`src/hdl/bfha_pkg.sv`:
```
`timescale 1ns / 1ps
`default_nettype none
package bfha_pkg;

   localparam int HEAP_BYTES_DEF = 4096;
   localparam int STRING_MAX_DEF = 256;

   // Chunk offsets wrap in this many bits.
   localparam int OFF_W = 12;
   localparam int ALIGN_SHIFT = 4;
   localparam int HDR_BYTES = 8;
   // Bit 12 marks an in-use chunk in word 0 and a valid link in words 2 and 3.
   localparam int MARK_BIT = 12;

   // Word slots inside a chunk header.
   localparam logic [1:0] W_FWD  = 2'd0;
   localparam logic [1:0] W_BACK = 2'd1;
   localparam logic [1:0] W_PREV = 2'd2;
   localparam logic [1:0] W_NEXT = 2'd3;

   localparam logic [2:0] MODE_INIT      = 3'd0;
   localparam logic [2:0] MODE_ALLOC     = 3'd1;
   localparam logic [2:0] MODE_FREE      = 3'd2;
   localparam logic [2:0] MODE_ALLOC_STR = 3'd3;
   localparam logic [2:0] MODE_FREE_STR  = 3'd4;

   localparam logic [1:0] STS_OK    = 2'd0;
   localparam logic [1:0] STS_RANGE = 2'd1;
   localparam logic [1:0] STS_DFREE = 2'd2;
   localparam logic [1:0] STS_FAIL  = 2'd3;

   localparam logic REG_HEAP_BASE = 1'b0;
   localparam logic REG_HEAP_SIZE = 1'b1;

   typedef struct packed {
      logic              rd;
      logic              wr;
      logic [OFF_W-1:0]  off;
      logic [1:0]        word;
      logic [15:0]       wdata;
   } mem_cmd_type;

   typedef struct packed {
      logic [15:0] heap_start;
      logic [12:0] eff_size;
      logic [12:0] heap_size;
      logic [15:0] rdata;
   } dp_status_type;

endpackage
`default_nettype wire

```
`src/hdl/bfha_controller.sv`:
```
`timescale 1ns / 1ps
`default_nettype none
module bfha_controller #(
   parameter int HEAP_BYTES = bfha_pkg::HEAP_BYTES_DEF,
   parameter int STRING_MAX = bfha_pkg::STRING_MAX_DEF
) (
   input  wire logic                    clock,
   input  wire logic                    reset,
   input  wire logic                    req_tvalid,
   output logic                         req_tready,
   input  wire logic [2:0]              req_mode,
   input  wire logic [15:0]             req_size,
   input  wire logic [15:0]             req_address,
   input  wire logic                    req_string_flag,
   output logic                         rsp_tvalid,
   input  wire logic                    rsp_tready,
   output logic [15:0]                  rsp_result_address,
   output logic [1:0]                   rsp_status,
   output logic                         rsp_heap_string,
   output bfha_pkg::mem_cmd_type        cmd,
   input  wire bfha_pkg::dp_status_type sts
);
   import bfha_pkg::*;

   localparam int WALK_LIMIT = HEAP_BYTES / 8;
   localparam int WW = $clog2(WALK_LIMIT + 1);
   localparam int NS = 34;

   typedef enum logic [NS-1:0] {
      ST_IDLE     = NS'(1) << 0,  ST_DISPATCH = NS'(1) << 1,
      ST_INIT_W   = NS'(1) << 2,  ST_A_RD     = NS'(1) << 3,
      ST_A_CHK    = NS'(1) << 4,  ST_A_NXT    = NS'(1) << 5,
      ST_A_SET    = NS'(1) << 6,  ST_A_SPLIT  = NS'(1) << 7,
      ST_F_RD     = NS'(1) << 8,  ST_F_CHK    = NS'(1) << 9,
      ST_F_CLR    = NS'(1) << 10, ST_D_RD0    = NS'(1) << 11,
      ST_D_RD1    = NS'(1) << 12, ST_D_HDR    = NS'(1) << 13,
      ST_D_PRD    = NS'(1) << 14, ST_D_PCHK   = NS'(1) << 15,
      ST_D_PRD2   = NS'(1) << 16, ST_D_PMRG   = NS'(1) << 17,
      ST_D_PBACK  = NS'(1) << 18, ST_D_NRD    = NS'(1) << 19,
      ST_D_NCHK   = NS'(1) << 20, ST_D_NMRG   = NS'(1) << 21,
      ST_D_NBACK  = NS'(1) << 22, ST_R_RD2    = NS'(1) << 23,
      ST_R_RD3    = NS'(1) << 24, ST_R_W1     = NS'(1) << 25,
      ST_R_W2     = NS'(1) << 26, ST_L_RD     = NS'(1) << 27,
      ST_L_SZ     = NS'(1) << 28, ST_L_LOOP   = NS'(1) << 29,
      ST_L_CMP    = NS'(1) << 30, ST_L_NXT    = NS'(1) << 31,
      ST_L_LINK   = NS'(1) << 32, ST_DONE     = NS'(1) << 33
   } state_type;

   typedef enum logic [1:0] {RET_ALLOC, RET_PREV, RET_NEXT} ret_type;

   state_type        state_ff, state_in;
   ret_type          ret_ff, ret_in;
   logic [2:0]       mode_ff, mode_in;
   logic [15:0]      size_ff, size_in;
   logic [15:0]      addr_ff, addr_in;
   logic             flag_ff, flag_in;
   logic [OFF_W-1:0] c_ff, c_in, cf_ff, cf_in, n_ff, n_in, p_ff, p_in, nf_ff, nf_in;
   logic [OFF_W-1:0] x_ff, x_in, cur_ff, cur_in, prev_ff, prev_in, f_ff, f_in;
   logic [OFF_W-1:0] s_ff, s_in, sf_ff, sf_in, lsize_ff, lsize_in, head_ff, head_in;
   logic [15:0]      pl_ff, pl_in, nl_ff, nl_in;
   logic             has_next_ff, has_next_in, have_prev_ff, have_prev_in;
   logic             have_cur_ff, have_cur_in, head_valid_ff, head_valid_in;
   logic [WW-1:0]    walk_ff, walk_in;
   logic [16:0]      need_ff, need_in;
   logic [2:0]       k_ff, k_in;
   logic [15:0]      res_ff, res_in;
   logic [1:0]       status_ff, status_in;
   logic             hstr_ff, hstr_in;
   logic             rsp_valid_ff, rsp_valid_in;
   logic [15:0]      rsp_addr_ff, rsp_addr_in;
   logic [1:0]       rsp_status_ff, rsp_status_in;
   logic             rsp_hstr_ff, rsp_hstr_in;

   logic [OFF_W-1:0] usable, rd_off;
   logic [12:0]      span;
   logic [16:0]      lo_lim, hi_lim, addr_top, need_calc;
   logic [15:0]      hdr_full;
   logic             rd_used;

   assign span = {sts.eff_size[12:4], 4'd0};
   assign usable = OFF_W'(span - 13'd16);
   assign lo_lim = {1'b0, sts.heap_start} + 17'(HDR_BYTES);
   assign hi_lim = {1'b0, sts.heap_start} + {4'd0, sts.eff_size};
   assign addr_top = {1'b0, addr_ff} + 17'd16;
   assign hdr_full = addr_ff - sts.heap_start - 16'(HDR_BYTES);
   assign need_calc = (({1'b0, size_ff} + 17'd15) & ~17'd15) + 17'(HDR_BYTES);
   assign rd_off = sts.rdata[OFF_W-1:0];
   assign rd_used = sts.rdata[MARK_BIT];

   assign req_tready = (state_ff == ST_IDLE);
   assign rsp_tvalid = rsp_valid_ff;
   assign rsp_result_address = rsp_addr_ff;
   assign rsp_status = rsp_status_ff;
   assign rsp_heap_string = rsp_hstr_ff;

   always_comb begin
      state_in = state_ff;     ret_in = ret_ff;
      mode_in = mode_ff;       size_in = size_ff;     addr_in = addr_ff;  flag_in = flag_ff;
      c_in = c_ff;  cf_in = cf_ff;  n_in = n_ff;  p_in = p_ff;  nf_in = nf_ff;  x_in = x_ff;
      cur_in = cur_ff;  prev_in = prev_ff;  f_in = f_ff;  s_in = s_ff;  sf_in = sf_ff;
      lsize_in = lsize_ff;  head_in = head_ff;  pl_in = pl_ff;  nl_in = nl_ff;
      has_next_in = has_next_ff;  have_prev_in = have_prev_ff;  have_cur_in = have_cur_ff;
      head_valid_in = head_valid_ff;  walk_in = walk_ff;  need_in = need_ff;  k_in = k_ff;
      res_in = res_ff;  status_in = status_ff;  hstr_in = hstr_ff;
      rsp_valid_in = rsp_valid_ff & ~rsp_tready;
      rsp_addr_in = rsp_addr_ff;  rsp_status_in = rsp_status_ff;  rsp_hstr_in = rsp_hstr_ff;
      cmd = '0;

      case (state_ff)
         ST_IDLE: begin
            if (req_tvalid) begin
               mode_in = req_mode;  size_in = req_size;
               addr_in = req_address;  flag_in = req_string_flag;
               state_in = ST_DISPATCH;
            end
         end
         ST_DISPATCH: begin
            res_in = '0;  status_in = STS_OK;  hstr_in = 1'b0;  k_in = '0;
            state_in = ST_DONE;
            case (mode_ff)
               MODE_INIT: begin
                  if (sts.heap_size > 13'd32) state_in = ST_INIT_W;
               end
               MODE_ALLOC, MODE_ALLOC_STR: begin
                  if (size_ff == 16'd0 ||
                      (mode_ff == MODE_ALLOC_STR && size_ff > 16'(STRING_MAX))) begin
                     status_in = STS_FAIL;
                  end else begin
                     need_in = need_calc;  cur_in = head_ff;  have_cur_in = head_valid_ff;
                     walk_in = '0;  state_in = ST_A_RD;
                  end
               end
               MODE_FREE, MODE_FREE_STR: begin
                  if (mode_ff == MODE_FREE || flag_ff) begin
                     if ({1'b0, addr_ff} < lo_lim || addr_top >= hi_lim ||
                         hdr_full[2:0] != 3'd0) begin
                        status_in = STS_RANGE;
                     end else begin
                        c_in = hdr_full[OFF_W-1:0];  state_in = ST_F_RD;
                     end
                  end
               end
               default: state_in = ST_DONE;
            endcase
         end
         ST_INIT_W: begin
            cmd.wr = 1'b1;
            cmd.word = k_ff[1:0];
            cmd.off = k_ff[2] ? '0 : usable;
            case (k_ff)
               3'd0: cmd.wdata = 16'd1 << MARK_BIT;
               3'd1, 3'd4: cmd.wdata = {4'd0, usable};
               default: cmd.wdata = '0;
            endcase
            k_in = k_ff + 3'd1;
            if (k_ff == 3'd7) begin
               head_in = '0;  head_valid_in = 1'b1;  state_in = ST_DONE;
            end
         end
         ST_A_RD: begin
            if (!have_cur_ff || walk_ff == WW'(WALK_LIMIT)) begin
               status_in = STS_FAIL;  state_in = ST_DONE;
            end else begin
               cmd.rd = 1'b1;  cmd.off = cur_ff;  cmd.word = W_FWD;  state_in = ST_A_CHK;
            end
         end
         ST_A_CHK: begin
            if ({5'd0, rd_off} >= need_ff) begin
               f_in = rd_off;  x_in = cur_ff;  ret_in = RET_ALLOC;  state_in = ST_R_RD2;
            end else begin
               cmd.rd = 1'b1;  cmd.off = cur_ff;  cmd.word = W_NEXT;  state_in = ST_A_NXT;
            end
         end
         ST_A_NXT: begin
            have_cur_in = rd_used;  cur_in = rd_off;  walk_in = walk_ff + WW'(1);
            state_in = ST_A_RD;
         end
         ST_A_SET: begin
            cmd.wr = 1'b1;  cmd.off = cur_ff;  cmd.word = W_FWD;
            cmd.wdata = {3'd0, 1'b1, f_ff};
            res_in = sts.heap_start + {4'd0, cur_ff} + 16'(HDR_BYTES);
            hstr_in = (mode_ff == MODE_ALLOC_STR);
            k_in = '0;
            if ({5'd0, f_ff} > need_ff + 17'd16) begin
               s_in = cur_ff + need_ff[OFF_W-1:0];
               sf_in = f_ff - need_ff[OFF_W-1:0];
               state_in = ST_A_SPLIT;
            end else begin
               state_in = ST_DONE;
            end
         end
         ST_A_SPLIT: begin
            cmd.wr = 1'b1;  cmd.off = s_ff;  cmd.word = k_ff[1:0];  cmd.wdata = '0;
            k_in = k_ff + 3'd1;
            case (k_ff)
               3'd0: cmd.wdata = {4'd0, sf_ff};
               3'd1: cmd.wdata = {4'd0, need_ff[OFF_W-1:0]};
               3'd4: begin
                  cmd.off = cur_ff;  cmd.word = W_FWD;
                  cmd.wdata = {3'd0, 1'b1, need_ff[OFF_W-1:0]};
               end
               3'd5: begin
                  cmd.off = s_ff + sf_ff;  cmd.word = W_BACK;  cmd.wdata = {4'd0, sf_ff};
                  c_in = s_ff;  state_in = ST_D_RD0;
               end
               default: cmd.wdata = '0;
            endcase
         end
         ST_F_RD: begin
            cmd.rd = 1'b1;  cmd.off = c_ff;  cmd.word = W_FWD;  state_in = ST_F_CHK;
         end
         ST_F_CHK: begin
            if (!rd_used) begin
               status_in = STS_DFREE;  state_in = ST_DONE;
            end else begin
               k_in = '0;  state_in = ST_F_CLR;
            end
         end
         ST_F_CLR: begin
            cmd.wr = 1'b1;  cmd.off = c_ff;  cmd.word = k_ff[0] ? W_NEXT : W_PREV;
            k_in = k_ff + 3'd1;
            if (k_ff[0]) state_in = ST_D_RD0;
         end
         ST_D_RD0: begin
            cmd.rd = 1'b1;  cmd.off = c_ff;  cmd.word = W_FWD;  state_in = ST_D_RD1;
         end
         ST_D_RD1: begin
            cf_in = rd_off;
            cmd.rd = 1'b1;  cmd.off = c_ff;  cmd.word = W_BACK;  state_in = ST_D_HDR;
         end
         ST_D_HDR: begin
            cmd.wr = 1'b1;  cmd.off = c_ff;  cmd.word = W_FWD;  cmd.wdata = {4'd0, cf_ff};
            has_next_in = (cf_ff != '0);
            n_in = c_ff + cf_ff;
            p_in = c_ff - rd_off;
            state_in = (rd_off != '0) ? ST_D_PRD : ST_D_NRD;
         end
         ST_D_PRD: begin
            cmd.rd = 1'b1;  cmd.off = p_ff;  cmd.word = W_FWD;  state_in = ST_D_PCHK;
         end
         ST_D_PCHK: begin
            if (rd_used) state_in = ST_D_NRD;
            else begin
               x_in = p_ff;  ret_in = RET_PREV;  state_in = ST_R_RD2;
            end
         end
         ST_D_PRD2: begin
            cmd.rd = 1'b1;  cmd.off = p_ff;  cmd.word = W_FWD;  state_in = ST_D_PMRG;
         end
         ST_D_PMRG: begin
            cf_in = rd_off + cf_ff;
            cmd.wr = 1'b1;  cmd.off = p_ff;  cmd.word = W_FWD;
            cmd.wdata = {4'd0, rd_off + cf_ff};
            c_in = p_ff;
            state_in = has_next_ff ? ST_D_PBACK : ST_D_NRD;
         end
         ST_D_PBACK: begin
            cmd.wr = 1'b1;  cmd.off = n_ff;  cmd.word = W_BACK;  cmd.wdata = {4'd0, cf_ff};
            state_in = ST_D_NRD;
         end
         ST_D_NRD: begin
            if (!has_next_ff) state_in = ST_L_RD;
            else begin
               cmd.rd = 1'b1;  cmd.off = n_ff;  cmd.word = W_FWD;  state_in = ST_D_NCHK;
            end
         end
         ST_D_NCHK: begin
            if (rd_used) state_in = ST_L_RD;
            else begin
               nf_in = rd_off;  x_in = n_ff;  ret_in = RET_NEXT;  state_in = ST_R_RD2;
            end
         end
         ST_D_NMRG: begin
            cf_in = cf_ff + nf_ff;
            cmd.wr = 1'b1;  cmd.off = c_ff;  cmd.word = W_FWD;
            cmd.wdata = {4'd0, cf_ff + nf_ff};
            state_in = (nf_ff != '0) ? ST_D_NBACK : ST_L_RD;
         end
         ST_D_NBACK: begin
            cmd.wr = 1'b1;  cmd.off = n_ff + nf_ff;  cmd.word = W_BACK;
            cmd.wdata = {4'd0, cf_ff};
            state_in = ST_L_RD;
         end
         ST_R_RD2: begin
            cmd.rd = 1'b1;  cmd.off = x_ff;  cmd.word = W_PREV;  state_in = ST_R_RD3;
         end
         ST_R_RD3: begin
            pl_in = sts.rdata;
            cmd.rd = 1'b1;  cmd.off = x_ff;  cmd.word = W_NEXT;  state_in = ST_R_W1;
         end
         ST_R_W1: begin
            nl_in = sts.rdata;
            if (pl_ff[MARK_BIT]) begin
               cmd.wr = 1'b1;  cmd.off = pl_ff[OFF_W-1:0];  cmd.word = W_NEXT;
               cmd.wdata = sts.rdata;
            end else begin
               head_valid_in = rd_used;
               head_in = rd_used ? rd_off : '0;
            end
            state_in = ST_R_W2;
         end
         ST_R_W2: begin
            if (nl_ff[MARK_BIT]) begin
               cmd.wr = 1'b1;  cmd.off = nl_ff[OFF_W-1:0];  cmd.word = W_PREV;
               cmd.wdata = pl_ff;
            end
            case (ret_ff)
               RET_ALLOC: state_in = ST_A_SET;
               RET_PREV:  state_in = ST_D_PRD2;
               RET_NEXT:  state_in = ST_D_NMRG;
               default:   state_in = ST_A_SET;
            endcase
         end
         ST_L_RD: begin
            cmd.rd = 1'b1;  cmd.off = c_ff;  cmd.word = W_FWD;  state_in = ST_L_SZ;
         end
         ST_L_SZ: begin
            lsize_in = rd_off;  prev_in = '0;  have_prev_in = 1'b0;
            have_cur_in = head_valid_ff;  cur_in = head_ff;  walk_in = '0;
            state_in = ST_L_LOOP;
         end
         ST_L_LOOP: begin
            k_in = '0;
            if (walk_ff == WW'(WALK_LIMIT)) begin
               have_cur_in = 1'b0;  state_in = ST_L_LINK;
            end else if (!have_cur_ff) begin
               state_in = ST_L_LINK;
            end else begin
               cmd.rd = 1'b1;  cmd.off = cur_ff;  cmd.word = W_FWD;  state_in = ST_L_CMP;
            end
         end
         ST_L_CMP: begin
            if (rd_off >= lsize_ff) state_in = ST_L_LINK;
            else begin
               cmd.rd = 1'b1;  cmd.off = cur_ff;  cmd.word = W_NEXT;  state_in = ST_L_NXT;
            end
         end
         ST_L_NXT: begin
            prev_in = cur_ff;  have_prev_in = 1'b1;
            have_cur_in = rd_used;  cur_in = rd_off;  walk_in = walk_ff + WW'(1);
            state_in = ST_L_LOOP;
         end
         ST_L_LINK: begin
            k_in = k_ff + 3'd1;
            case (k_ff[1:0])
               2'd0: begin
                  cmd.wr = 1'b1;  cmd.off = c_ff;  cmd.word = W_PREV;
                  cmd.wdata = have_prev_ff ? {3'd0, 1'b1, prev_ff} : 16'd0;
               end
               2'd1: begin
                  cmd.wr = 1'b1;  cmd.off = c_ff;  cmd.word = W_NEXT;
                  cmd.wdata = have_cur_ff ? {3'd0, 1'b1, cur_ff} : 16'd0;
               end
               2'd2: begin
                  if (have_prev_ff) begin
                     cmd.wr = 1'b1;  cmd.off = prev_ff;  cmd.word = W_NEXT;
                     cmd.wdata = {3'd0, 1'b1, c_ff};
                  end else begin
                     head_in = c_ff;  head_valid_in = 1'b1;
                  end
               end
               default: begin
                  if (have_cur_ff) begin
                     cmd.wr = 1'b1;  cmd.off = cur_ff;  cmd.word = W_PREV;
                     cmd.wdata = {3'd0, 1'b1, c_ff};
                  end
                  state_in = ST_DONE;
               end
            endcase
         end
         ST_DONE: begin
            if (!rsp_valid_ff || rsp_tready) begin
               rsp_valid_in = 1'b1;  rsp_addr_in = res_ff;
               rsp_status_in = status_ff;  rsp_hstr_in = hstr_ff;
               state_in = ST_IDLE;
            end
         end
         default: state_in = ST_IDLE;
      endcase
   end

   always_ff @(posedge clock) begin
      if (reset) begin
         state_ff <= ST_IDLE;
         head_ff <= '0;
         head_valid_ff <= 1'b0;
         rsp_valid_ff <= 1'b0;
         walk_ff <= '0;
      end else begin
         state_ff <= state_in;
         head_ff <= head_in;
         head_valid_ff <= head_valid_in;
         rsp_valid_ff <= rsp_valid_in;
         walk_ff <= walk_in;
      end
   end

   always_ff @(posedge clock) begin
      ret_ff <= ret_in;  mode_ff <= mode_in;  size_ff <= size_in;
      addr_ff <= addr_in;  flag_ff <= flag_in;
      c_ff <= c_in;  cf_ff <= cf_in;  n_ff <= n_in;  p_ff <= p_in;  nf_ff <= nf_in;
      x_ff <= x_in;  cur_ff <= cur_in;  prev_ff <= prev_in;  f_ff <= f_in;
      s_ff <= s_in;  sf_ff <= sf_in;  lsize_ff <= lsize_in;
      pl_ff <= pl_in;  nl_ff <= nl_in;
      has_next_ff <= has_next_in;  have_prev_ff <= have_prev_in;  have_cur_ff <= have_cur_in;
      need_ff <= need_in;  k_ff <= k_in;
      res_ff <= res_in;  status_ff <= status_in;  hstr_ff <= hstr_in;
      rsp_addr_ff <= rsp_addr_in;  rsp_status_ff <= rsp_status_in;  rsp_hstr_ff <= rsp_hstr_in;
   end

`ifndef SYNTH
   a_accept_dispatch: assert property (@(posedge clock) disable iff (reset)
      (req_tvalid && req_tready) |=> (state_ff == ST_DISPATCH))
      else $error("accepted request did not enter dispatch");
   a_walk_bound: assert property (@(posedge clock) disable iff (reset)
      walk_ff <= WW'(WALK_LIMIT))
      else $error("list walk ran past its bound");
   a_head_rise: assert property (@(posedge clock) disable iff (reset)
      $rose(head_valid_ff) |-> ($past(state_ff) == ST_INIT_W ||
                                $past(state_ff) == ST_L_LINK ||
                                $past(state_ff) == ST_R_W1))
      else $error("free list became non-empty outside a list update");
   a_result_load: assert property (@(posedge clock) disable iff (reset)
      (state_ff == ST_DONE && (!rsp_valid_ff || rsp_tready)) |=> rsp_valid_ff)
      else $error("finished result was not presented");
`endif

endmodule
`default_nettype wire

```
`config.mk`:
```
export PLATFORM = sky130hd
export DESIGN_NAME = bfha_controller
export DESIGN_NICKNAME = d
export VERILOG_FILES = /design/src/hdl/bfha_pkg.sv /design/src/hdl/bfha_controller.sv
export SDC_FILE = /design/constraint.sdc
export NUM_CORES = 1
export LEC_CHECK = 0
export BUFFER_PORTS_ARGS = -buffer_cell sky130_fd_sc_hd__buf_2
export CAP_MARGIN = 20
export CORE_MARGIN = 2
export CORE_UTILIZATION = 30
export DETAILED_ROUTE_END_ITERATION = 12
export GPL_TIMING_DRIVEN = 0
export SLEW_MARGIN = 25
export SYNTH_ARGS = -nofsm -noshare
export SYNTH_HDL_FRONTEND = slang
export SYNTH_SLANG_ARGS = --single-unit
```
`constraint.sdc`:
```
create_clock -name clock -period 11.7 [get_ports clock]
set_input_delay 2.925 -clock clock [delete_from_list [all_inputs] [get_ports clock]]
set_output_delay 2.925 -clock clock [all_outputs]
set_load 0.01 [all_outputs]
```
== Word level (Yosys, flattened, before mapping) ==
Index checks and enable logic that the tools add are counted.

* Flip-flop bits (word level): 330
* Output and inout port bits: 53
* Logic and storage cells: 293

* $add $sub $neg: 21
* Order comparisons: 7
* Equality and inequality tests: 68
* Mux-type cells: 103
* Bitwise gates (word level): 4
* Reduce and logical (&&, ||, !) cells: 55

{| class="wikitable"
|+ Operators by type and width
! cell !! count
|-
| 34-bit case mux with 33 select lines || 1
|-
| 34-bit two-way mux || 13
|-
| 14-bit case mux with 19 select lines || 1
|-
| 12-bit two-way mux || 15
|-
| 12-bit case mux with 3 select lines || 5
|-
| 16-bit case mux with 9 select lines || 1
|-
| 31-bit two-way mux || 4
|-
| 34-bit case mux with 3 select lines || 1
|-
| 33-bit two-way mux || 3
|-
| 31-bit case mux with 3 select lines || 1
|-
| 14-bit two-way mux || 6
|-
| 28-bit two-way mux || 3
|-
| 12-bit adder || 6
|-
| 24-bit two-way mux || 2
|-
| 22-bit case mux with 2 select lines || 1
|-
| 20-bit two-way mux || 2
|-
| 13-bit case mux with 3 select lines || 1
|-
| 2-bit != test (second input constant) || 18
|-
| 12-bit nonzero test || 3
|-
| 12-bit subtractor || 3
|-
| 16-bit by 4-bit adder with 17-bit output (second input constant) || 2
|-
| 34-bit by 1-bit == test with 1-bit output (second input constant) || 1
|-
| 34-bit by 10-bit == test with 1-bit output (second input constant) || 1
|-
| 34-bit by 11-bit == test with 1-bit output (second input constant) || 1
|-
| other kinds (94) || 163
|}

== Logic depth before layout (Yosys ltp) ==
* Word-level depth: 8
* Depth in mapped cells: 18
* Gate-level depth less buffers: 18

== Worst setup path after synthesis ==
Ideal clock, no wire load.

* Path kind: in2out
* Start: in sts[0] (netlist bit)
* End: out cmd[10] (netlist bit)
* Arrival time: 5.444 ns
* Slack: 3.331 ns
* Stages on the path: 10
* Cell sequence: ha_1 fa_1 a21o_1 a21oi_1 o21bai_1 a2111o_1 a41oi_1 xor2_1 o22ai_1 or4b_1

{| class="wikitable"
|+ RTL lines
! what !! line !! source
|-
| from (decl) || bfha_controller.sv:21 || <nowiki>input wire bfha_pkg::dp_status_type sts</nowiki>
|-
| to (decl) || bfha_controller.sv:20 || <nowiki>output bfha_pkg::mem_cmd_type cmd,</nowiki>
|}

==> impl_metrics.yaml <==
detailed_routing:
  first_pass_iters: 6
  drtIter0Drc: 2012
  wirelength_um: 81900
  antenna_left: 0
  route.vias.total: 19100
  wl_per_cell_um: 24.0
  drc: 0
  avgViaCountPerCell: 5.59
setup_path:
  cp_slowest_cell: "a2111oi_0"
  crit_fanout: 14
  required_ps: 8780
  crit_start: "sts[6]"
  crit_type: "input pin to output port"
  r2r-start: "addr_ff[7]"
  cp.depth: 12
  end_kind: "output port"
  worst_path_most_repeated_cell: "buf_2"
  arrival_ps: 6840
  cp_num_buf_inv: 3
  worstPathCellList: "buf_2 -> ha_1 -> a2111oi_0 -> o21ai_0 -> a2111oi_0 -> o21ai_1 -> nand2_1 -> or3_1 -> buf_2 -> o21ai_0 -> o2111ai_1 -> buf_2"
  slowest_delay_ps: 690
  path_delay_family: "compound AO/OA/AOI/OAI gates"
  ff2ff_path_depth: 13
  cp-start-kind: "input pin"
cts:
  insertion_delay_ps: 590
  cts_root_buf: "clkbuf_16"
  cts_tree: "built"
  cts_buffers: 41
  cts_buffer_depth: 3
  hold_buffers: 0
  ctsHtreeMaxLevel: 2
  cts.sinks: 326
  clkTransAtPathRegs_ps: 60
  post_cts_resized: 0
  post-cts-setup-buffers: 0
synth:
  synth_warnings: 0
  ys_types: 89
  synth_ff_type: "edfxtp_1"
  synth_area_per_cell_sq_um: 10.0
  seq_area_frac_synth: 0.414
  syn_area_sq_um: 22300
  synthesis.nets: 2546
  synth_area_leaders: "edfxtp_1, ha_1, dfxtp_1"
  synth_top_area_share: 0.361
  yosysMostFrequentCell: "edfxtp_1"
  synth_common_cells: "edfxtp_1, ha_1, nand2_1"
  syn_inst: 2227
  async_reset_ff_frac: 0
  ys_seq_elements: 326
  synth_top_area_cell: "edfxtp_1"
  synth-edff-count: 268
cells_and_area:
  n_fill_cell: 7352
  area_delta_synth_final_pct: 15.3
  nNetsFinal: 2742
  layout-drive-gt1-share: 0.121
placed_design:
  port_buffers: 148
  place_congestion: 1.01
  dpl.hpwl_um: 64200
  dpl_worst_slack_ps: 1980
die:
  die_y_um: 276
  core_area_sq_um: 73200
  fp-row-count: 99
  initial_utilization: 0.304
  pin_count: 151
  fp.dieArea_sq_um: 76400
  die_w_um: 276
pwr:
  worst_ir_drop_vdd_v: 0.000109
  p_leak_uw: 0.0102
  powerDensity_nw_per_um2: 122
global_route:
  antenna_found_initial: 2
  grt_pass1_wl_um: 120000
  gr-usage-all-layers: 0.210
  overflow: 0
  grt_max_degree: 25
  grt_pass1_vias: 18100
timing:
  finalMaxSlewViolations: 0
  fin_worst_skew_ps: 21.9
  period_needed_ps: 9770
  max_clock_freq_ghz: 0.102
  finalSetupTns_ps: 0
  setup_slack_ps: 1930
  finalHoldViolCount: 0
  setup_violations: 0
  worst_pin_slew_ps: 1050
  maxSlewHeadroom: 0.299
  period_share: 0.835
  rsz0062_at_grt: "no"
job:
  cap_viol_max_count: 0
min_path:
  hold_start: "res_ff[2]"
  hold_path.class: "flop to flop"
  worstHoldPathCells: 0
status:
  outcome: "completed"
logic make-up (layout without fill, tap and decap cells):
kind of cell    after synthesis  in the layout  share of synthesized area
other cells                   0              1                          0
mux                          14             14                    0.00708
flops                       326            326                      0.414
xor+xnor                    164            164                     0.0645
fa+ha+maj                   221            221                      0.129
buf+inv                     212            440                     0.0369
compound gates              543            543                      0.169
simple gates                747            747                      0.180
flip-flops by register name, summed over array words and instances, names as in the netlist, 13 cells and up:
name,cells
state_ff,34
addr_ff,16
pl_ff,16
res_ff,16
rsp_result_address,16
size_ff,16
need_ff,13
nl_ff,13
cells in the final DEF (no fill, tap or decap), drive strengths merged, types with 15 or more instances in the layout:
cell and n:
o21ai 80, nand2b 18, a21oi 117, o2111ai 15, xnor2 101, nor2 168
a22oi 79, clkbuf 104, or3 18, ha 208, a21o 41, a211oi 23
o211ai 19, a221oi 21, and2 41, inv 141, nor4 40, nand2 183
nor2b 20, nand3 61, edfxtp 268, dfxtp 58, and3 30, clkinv 16
nand4 34, xor2 63, buf 170, nor3 64
stage by stage:
| stage | hold WS (ps) | instance area, sq um | total power, uW | cells | util |
|---|---|---|---|---|---|
| after floorplan | 400 | 22300 | 1690 | 2227 | - |
| after global placement | 404 | 24200 | 1850 | 3334 | 0.331 |
| after detailed placement | 405 | 24300 | 1860 | 3339 | 0.332 |
| after CTS | 418 | 25700 | 3140 | 3414 | 0.351 |
| after global routing | 427 | 25700 | 3260 | 3414 | 0.351 |
| final | 417 | 25700 | 3120 | 3415 | 0.351 |
layout make-up:
| class | count | area [sq um] | area share |
|---|---|---|---|
| Tap cell | 959 | 1200 | 0.0467 |
| Sequential cell | 326 | 9210 | 0.359 |
| Inverter | 137 | 514 | 0.0200 |
| Antenna cell | 1 | 2.50 | 0.0000975 |
| Multi-Input combinational cell | 1689 | 12300 | 0.479 |
| Timing Repair Buffer | 153 | 818 | 0.0319 |
| Clock inverter | 29 | 285 | 0.0111 |
| Clock buffer | 46 | 1040 | 0.0407 |
| Buffer | 75 | 309 | 0.0120 |
worst register-to-register path: stages, from the launching register on:
cell and delay [ps]:
edfxtp_1 440, inv_1 110, nor4_1 650, nand2_1 160, xnor2_1 160, ha_1 340, a21oi_1 160, o21ai_0 170
a311oi_1 380, o21ai_0 320, nor2_1 240, nand3_1 270, a21boi_2 360, buf_6 210
power by group:
part,total (uW),internal [uW],switching (uW)
clock,1280,739,538
combinational,504,195,309
sequential,1340,1300,38.2
path summary, 6_finish.rpt:
| path | to | slack, ps |
|---|---|---|
| worst max-delay path | cmd[28] | 1930 |
| worst min-delay path | rsp_result_address[2] | 420 |
| worst min register to register | rsp_result_address[2] | 420 |
| worst max register to register | c_ff[9] | 7440 |
routing by layer:
layer / wire length [um] / global-route usage / share of wire / vias to the layer above
li1: - / - / - / 8836
met4: 4590 / 0.109 / 0.056 / 0
met5: 0 / 0 / 0 / -
met1: 35100 / 0.279 / 0.43 / 9150
met3: 6590 / 0.0379 / 0.081 / 217
met2: 35600 / 0.323 / 0.44 / 888
(Power assumes the default switching activity.)
